### src/rtl/dpp_pkg.sv
package dpp_pkg;

   localparam int DEPTH_BITS_DEF = 24;
   localparam int COORD_BITS_DEF = 12;

   localparam int CSR_IDX_W = 4;
   localparam int CSR_DATA_W = 32;
   localparam int OUT_DATA_W = 120;

   typedef enum logic [CSR_IDX_W-1:0] {
      CSR_NEAR_CLIP    = 4'd0,
      CSR_FAR_CLIP     = 4'd1,
      CSR_SCENE_EXTENT = 4'd2,
      CSR_FOCAL_X      = 4'd3,
      CSR_FOCAL_Y      = 4'd4,
      CSR_IMAGE_WIDTH  = 4'd5,
      CSR_IMAGE_HEIGHT = 4'd6,
      CSR_COLOR_ENABLE = 4'd7
   } csr_index_type;

   localparam logic [23:0] NEAR_CLIP_RST    = 24'd655;
   localparam logic [23:0] FAR_CLIP_RST     = 24'd3276800;
   localparam logic [31:0] SCENE_EXTENT_RST = 32'd65536;
   localparam logic [31:0] FOCAL_X_RST      = 32'd20971520;
   localparam logic [31:0] FOCAL_Y_RST      = 32'd20971520;
   localparam logic [12:0] IMAGE_WIDTH_RST  = 13'd640;
   localparam logic [12:0] IMAGE_HEIGHT_RST = 13'd480;

   typedef struct packed {
      logic sat;
      logic zero;
   } flags_type;

   typedef struct packed {
      logic [31:0] z;
      logic [7:0]  red;
      logic [7:0]  green;
      logic [7:0]  blue;
      flags_type   flags;
      logic        ovf_x;
      logic        ovf_y;
      logic        neg_x;
   } xside_type;

endpackage

### src/rtl/dpp_offset.sv
module dpp_offset #(
   parameter int COORD_BITS = dpp_pkg::COORD_BITS_DEF,
   localparam int PXW = 2 * COORD_BITS + 24
) (
   input  logic               clock,
   input  logic               reset,
   input  logic               en,
   input  logic               in_valid,
   input  logic [31:0]        in_z,
   input  logic [PXW-1:0]     in_pix,
   input  dpp_pkg::flags_type in_flags,
   input  logic [12:0]        image_width,
   input  logic [12:0]        image_height,
   input  logic [31:0]        focal_x,
   input  logic [31:0]        focal_y,
   output logic               out_valid,
   output logic [31:0]        out_hi_x,
   output logic [31:0]        out_lo_x,
   output logic [31:0]        out_hi_y,
   output logic [31:0]        out_lo_y,
   output logic               out_neg_y,
   output dpp_pkg::xside_type out_side
);

   import dpp_pkg::*;

   localparam int OFFW = (COORD_BITS + 1 > 13) ? COORD_BITS + 1 : 13;
   localparam int PW   = OFFW + 32;
   localparam int HIW  = PW - 17;
   localparam int CW   = (HIW > 32) ? HIW : 32;

   logic [COORD_BITS-1:0] col, row;
   logic [OFFW:0]         twice_x, twice_y, size_x, size_y;
   logic                  neg_x, neg_y;
   logic [OFFW-1:0]       off_x, off_y;
   logic [HIW-1:0]        hi_x, hi_y;
   logic                  ovf_x, ovf_y;

   logic [1:0]      valid_ff;
   logic [PW-1:0]   prod_x_ff, prod_y_ff;
   logic            neg_x_ff, neg_y_ff, neg_y2_ff;
   logic [31:0]     z_ff;
   logic [23:0]     rgb_ff;
   flags_type       flags_ff;
   logic [31:0]     hi_x_ff, lo_x_ff, hi_y_ff, lo_y_ff;
   xside_type       side_ff;

   assign col     = in_pix[COORD_BITS-1:0];
   assign row     = in_pix[2*COORD_BITS-1:COORD_BITS];
   assign twice_x = (OFFW+1)'({col, 1'b0});
   assign twice_y = (OFFW+1)'({row, 1'b0});
   assign size_x  = (OFFW+1)'(image_width);
   assign size_y  = (OFFW+1)'(image_height);
   assign neg_x   = twice_x < size_x;
   assign neg_y   = twice_y < size_y;
   assign off_x   = neg_x ? OFFW'(size_x - twice_x) : OFFW'(twice_x - size_x);
   assign off_y   = neg_y ? OFFW'(size_y - twice_y) : OFFW'(twice_y - size_y);

   assign hi_x  = prod_x_ff[PW-1:17];
   assign hi_y  = prod_y_ff[PW-1:17];
   assign ovf_x = CW'(hi_x) >= CW'(focal_x);
   assign ovf_y = CW'(hi_y) >= CW'(focal_y);

   always_ff @(posedge clock) begin
      if (reset) begin
         valid_ff <= '0;
      end else if (en) begin
         valid_ff <= {valid_ff[0], in_valid};
      end
   end

   always_ff @(posedge clock) begin
      if (en) begin
         prod_x_ff <= PW'(off_x) * PW'(in_z);
         prod_y_ff <= PW'(off_y) * PW'(in_z);
         neg_x_ff  <= neg_x;
         neg_y_ff  <= neg_y;
         z_ff      <= in_z;
         rgb_ff    <= in_pix[PXW-1:2*COORD_BITS];
         flags_ff  <= in_flags;

         hi_x_ff       <= ovf_x ? '0 : 32'(hi_x);
         lo_x_ff       <= {prod_x_ff[16:0], 15'd0};
         hi_y_ff       <= ovf_y ? '0 : 32'(hi_y);
         lo_y_ff       <= {prod_y_ff[16:0], 15'd0};
         neg_y2_ff     <= neg_y_ff;
         side_ff.z     <= z_ff;
         side_ff.red   <= rgb_ff[23:16];
         side_ff.green <= rgb_ff[15:8];
         side_ff.blue  <= rgb_ff[7:0];
         side_ff.flags <= flags_ff;
         side_ff.ovf_x <= ovf_x;
         side_ff.ovf_y <= ovf_y;
         side_ff.neg_x <= neg_x_ff;
      end
   end

   assign out_valid = valid_ff[1];
   assign out_hi_x  = hi_x_ff;
   assign out_lo_x  = lo_x_ff;
   assign out_hi_y  = hi_y_ff;
   assign out_lo_y  = lo_y_ff;
   assign out_neg_y = neg_y2_ff;
   assign out_side  = side_ff;

endmodule

### config.mk
export PLATFORM = sky130hd
export DESIGN_NAME = dpp_offset
export DESIGN_NICKNAME = d
export VERILOG_FILES = /design/src/rtl/dpp_pkg.sv /design/src/rtl/dpp_offset.sv
export SDC_FILE = /design/constraint.sdc
export NUM_CORES = 2
export LEC_CHECK = 0
export ABC_CLOCK_PERIOD_IN_PS = 7060
export BUFFER_PORTS_ARGS = -buffer_cell sky130_fd_sc_hd__buf_2
export CAP_MARGIN = 20
export CORE_MARGIN = 5
export CORE_UTILIZATION = 35
export CTS_BUF_LIST = sky130_fd_sc_hd__clkbuf_4 sky130_fd_sc_hd__clkbuf_8 sky130_fd_sc_hd__clkbuf_16
export DETAILED_ROUTE_END_ITERATION = 6
export HOLD_SLACK_MARGIN = 0.05
export PLACE_DENSITY_LB_ADDON = 0.08
export SLEW_MARGIN = 15
export SYNTH_ARGS = -nofsm -noshare
export SYNTH_HDL_FRONTEND = slang
export SYNTH_SLANG_ARGS = --single-unit
### constraint.sdc
create_clock -name clock -period 7.06 [get_ports clock]
set_input_delay 0.353 -clock clock [delete_from_list [all_inputs] [get_ports clock]]
set_output_delay 0.353 -clock clock [all_outputs]
set_load 0.02 [all_outputs]
==> results.toml <==
[placed_design]
dp.final_hpwl_um = 87100
dp_worst_setup_slack_ns = -0.964
post_dp_cell_area_um2 = 48500
finalWeightedCongestion = 0.816
io_buffer_count = 328

[yosys]
synth_area_leader_cell = "sky130_fd_sc_hd__fa_1"
synth_enable_flop_cells = 302
postSynthCellCount = 4273
postSynthRegisterBits = 304
synth_seq_area_share = 0.220
synth_top_flop_cell = "sky130_fd_sc_hd__edfxtp_1"
yosysUniqueCellTypes = 82
synth_area_um2 = 41300
post_synth.cell_area_avg_um2 = 9.67
synth.area.top_cells = "sky130_fd_sc_hd__fa_1 32%, sky130_fd_sc_hd__edfxtp_1 22%, sky130_fd_sc_hd__ha_1 8.5%"
postSynth.asyncResetShare = 0
ys.warnings.count = 0
synth_top_area_frac = 0.322

[worst_setup_path]
setup.worst_path.start = "image_width[1]"
required_ns = 7.40
critical_path_class = "primary input to register"
worst_setup_path_end_kind = "register"
slowest_delay_ns = 0.61
path_common_cell = "sky130_fd_sc_hd__fa_1"
cpMaxStageDelayCell = "sky130_fd_sc_hd__or4b_2"
reg_to_reg_start = "prod_y_ff[17]"
cp.arrival_ns = 7.43
critPathLaunchType = "primary input"
path_max_fanout = 8

[detailed_routing]
wirelength_um = 113000
route.detailed.drc = 0
detail_route.wl_per_cell_um = 17.1
vias_per_cell = 4.78
antenna_violating_nets_post_route = 0
dr_total_vias = 31400
dr.first_iter.drc_count = 1384
detailedRoute.firstPassIterationCount = 6

[sta]
post_layout_minimum_cycle_time_ns = 7.09
finalCritPeriodShare = 1.00
setup-violations-final = 2
worst_slew_slack_as_a_fraction_of_its_limit = 0.386
grt_setup_unrepaired = "true"
worst_pin_slew_ns = 0.920
finalMaxSlewViolations = 0
clock_skew_ns = 0.0172
final_critical_path_setup_slack_ns = -0.0271
final_hold_violation_count = 0
clock.fmax_ghz = 0.141

[global_routing]
initial_antenna_violation_count = 3
grt_max_degree = 131
aggregate_global_route_resource_usage = 0.178
grt_remaining_overflow = 0
grt_pass1_wl_um = 179000
first_global_vias = 33100

[clock_tree]
clock_insertion_delay_worst_skew_ns = 0.60
cts_made_buffers = 39
tritoncts_clock_tree = "yes"
ctsRootBufferMaster = "sky130_fd_sc_hd__clkbuf_16"
cts.reportedPaths.clkPinSlew_ns = 0.06
cts.htree.levels = 2
number_of_sinks_on_the_clock_net = 304
clock_tree.buffer_depth = 3

[floorplanning]
core_outline_area_um2 = 118000
initial_utilization = 0.351
placement_rows = 126
ioPinCount = 367
die_w_um = 354
fp.dieArea_um2 = 125000
die_height_um = 354

[final_layout]
layout.cells.most_common = "sky130_fd_sc_hd__inv_1"
most-common-layout-cells = "814 x sky130_fd_sc_hd__inv_1, 636 x sky130_fd_sc_hd__nand2_1, 623 x sky130_fd_sc_hd__fa_1"
flow.area_growth_from_synthesis_pct = 27.9
finalInstanceArea_um2 = 52900
layout-drive-gt1-share = 0.275
layout.nets = 6132

[status]
failing_checks = "setup timing"
run_status = "finished, violations left"

[job]
drv_cap = 0

[hold_path]
worstHoldStart = "in_z[17]"
timing.hold.worst.class = "primary input to register"
-- routing by layer --
metal / vias to the layer above / share of wire / GRT usage
li1: 14800 / - / -
met1: 16000 / 0.45 / 0.241
met2: 534 / 0.49 / 0.307
met3: 93 / 0.042 / 0.0228
met4: 0 / 0.019 / 0.0370
met5: - / 0 / 0
-- cell families after synthesis --
logic type / share of synthesized area
AND/OR/NAND/NOR: 0.148
buffers and inverters: 0.110
adder cells (fa/ha/maj): 0.407
AO/OA/AOI/OAI: 0.0787
flip-flops: 0.220
XOR/XNOR: 0.0209
multiplexers: 0.0156
other: 0.0000908
-- synthesized netlist by cell type, types with 33 or more instances --
| master | number |
|---|---|
| sky130_fd_sc_hd__mux2i_1 | 51 |
| sky130_fd_sc_hd__xnor2_1 | 58 |
| sky130_fd_sc_hd__buf_4 | 39 |
| sky130_fd_sc_hd__ha_1 | 282 |
| sky130_fd_sc_hd__nor2_1 | 56 |
| sky130_fd_sc_hd__edfxtp_1 | 302 |
| sky130_fd_sc_hd__nand3_1 | 33 |
| sky130_fd_sc_hd__nand2b_1 | 44 |
| sky130_fd_sc_hd__nand4_1 | 94 |
| sky130_fd_sc_hd__inv_1 | 844 |
| sky130_fd_sc_hd__nand2_1 | 648 |
| sky130_fd_sc_hd__and2_1 | 255 |
| sky130_fd_sc_hd__fa_1 | 664 |
| sky130_fd_sc_hd__a21oi_1 | 130 |
| sky130_fd_sc_hd__a21boi_0 | 53 |
| sky130_fd_sc_hd__xor2_1 | 37 |
| sky130_fd_sc_hd__o21ai_0 | 56 |
| sky130_fd_sc_hd__clkbuf_1 | 221 |
| sky130_fd_sc_hd__a21o_1 | 85 |
-- metrics by stage --
stage                     std cells   util  hold slack, ns  setup TNS (ns)
after floorplan                4310      -           0.400          -0.591
after global placement         6398  0.412           0.401          -28.39
after detailed placement       6398  0.412           0.405          -31.47
after CTS                      6534  0.434           0.127         -0.0643
after global routing           6574  0.449           0.162           -3.37
final                          6577  0.449           0.184         -0.0368
-- sequential cells by signal, indices dropped and copies added, names as in the netlist --
name,flops
neg_y_ff,1
z_ff,32
prod_y_ff,45
prod_x_ff,45
valid_ff,2
out_neg_y,1
out_hi_y,28
out_hi_x,28
neg_x_ff,1
flags_ff,2
out_lo_y,17
out_lo_x,17
rgb_ff,24
out_side,61
-- worst paths after layout --
check	endpoint	slack [ns]	cells after the start
setup / recovery	prod_x_ff[43]	-0.03	34
setup reg to reg	out_hi_y[21]	3.56	11
hold reg to reg	out_lo_y[31]	0.41	0
hold / removal	z_ff[17]	0.18	1
-- critical path, delay by kind of cell --
kind | cells | cell delay [ns]
AO/OA/AOI/OAI | 8 | 1.55
XOR/XNOR | 1 | 0.13
adder cells (fa/ha/maj) | 7 | 2.86
buffers and inverters | 9 | 0.86
AND/OR/NAND/NOR | 9 | 1.68
-- repair_timing --
item                                   4_1_cts  5_1_grt
pin swaps                                  101      146
endpoints found under the hold margin       28        0
buffers inserted                            38       40
cloned                                       2        6
resized for setup                          132      304
setup endpoints to repair                   23       41
hold buffers                                28        0
-- cell type report --
class	instances	area, µm²
Sequential cell	304	9110
Timing Repair Buffer	960	7400
Clock buffer	45	1030
Clock inverter	24	298
Fill cell	11600	64700
Tap cell	1536	1920
Inverter	847	3210
Antenna cell	3	7.51
Multi-Input combinational cell	2858	29900
Power is left out: the tool's default activity adds up to more than one toggle a clock period on the data nets, which glitch-free logic cannot reach.
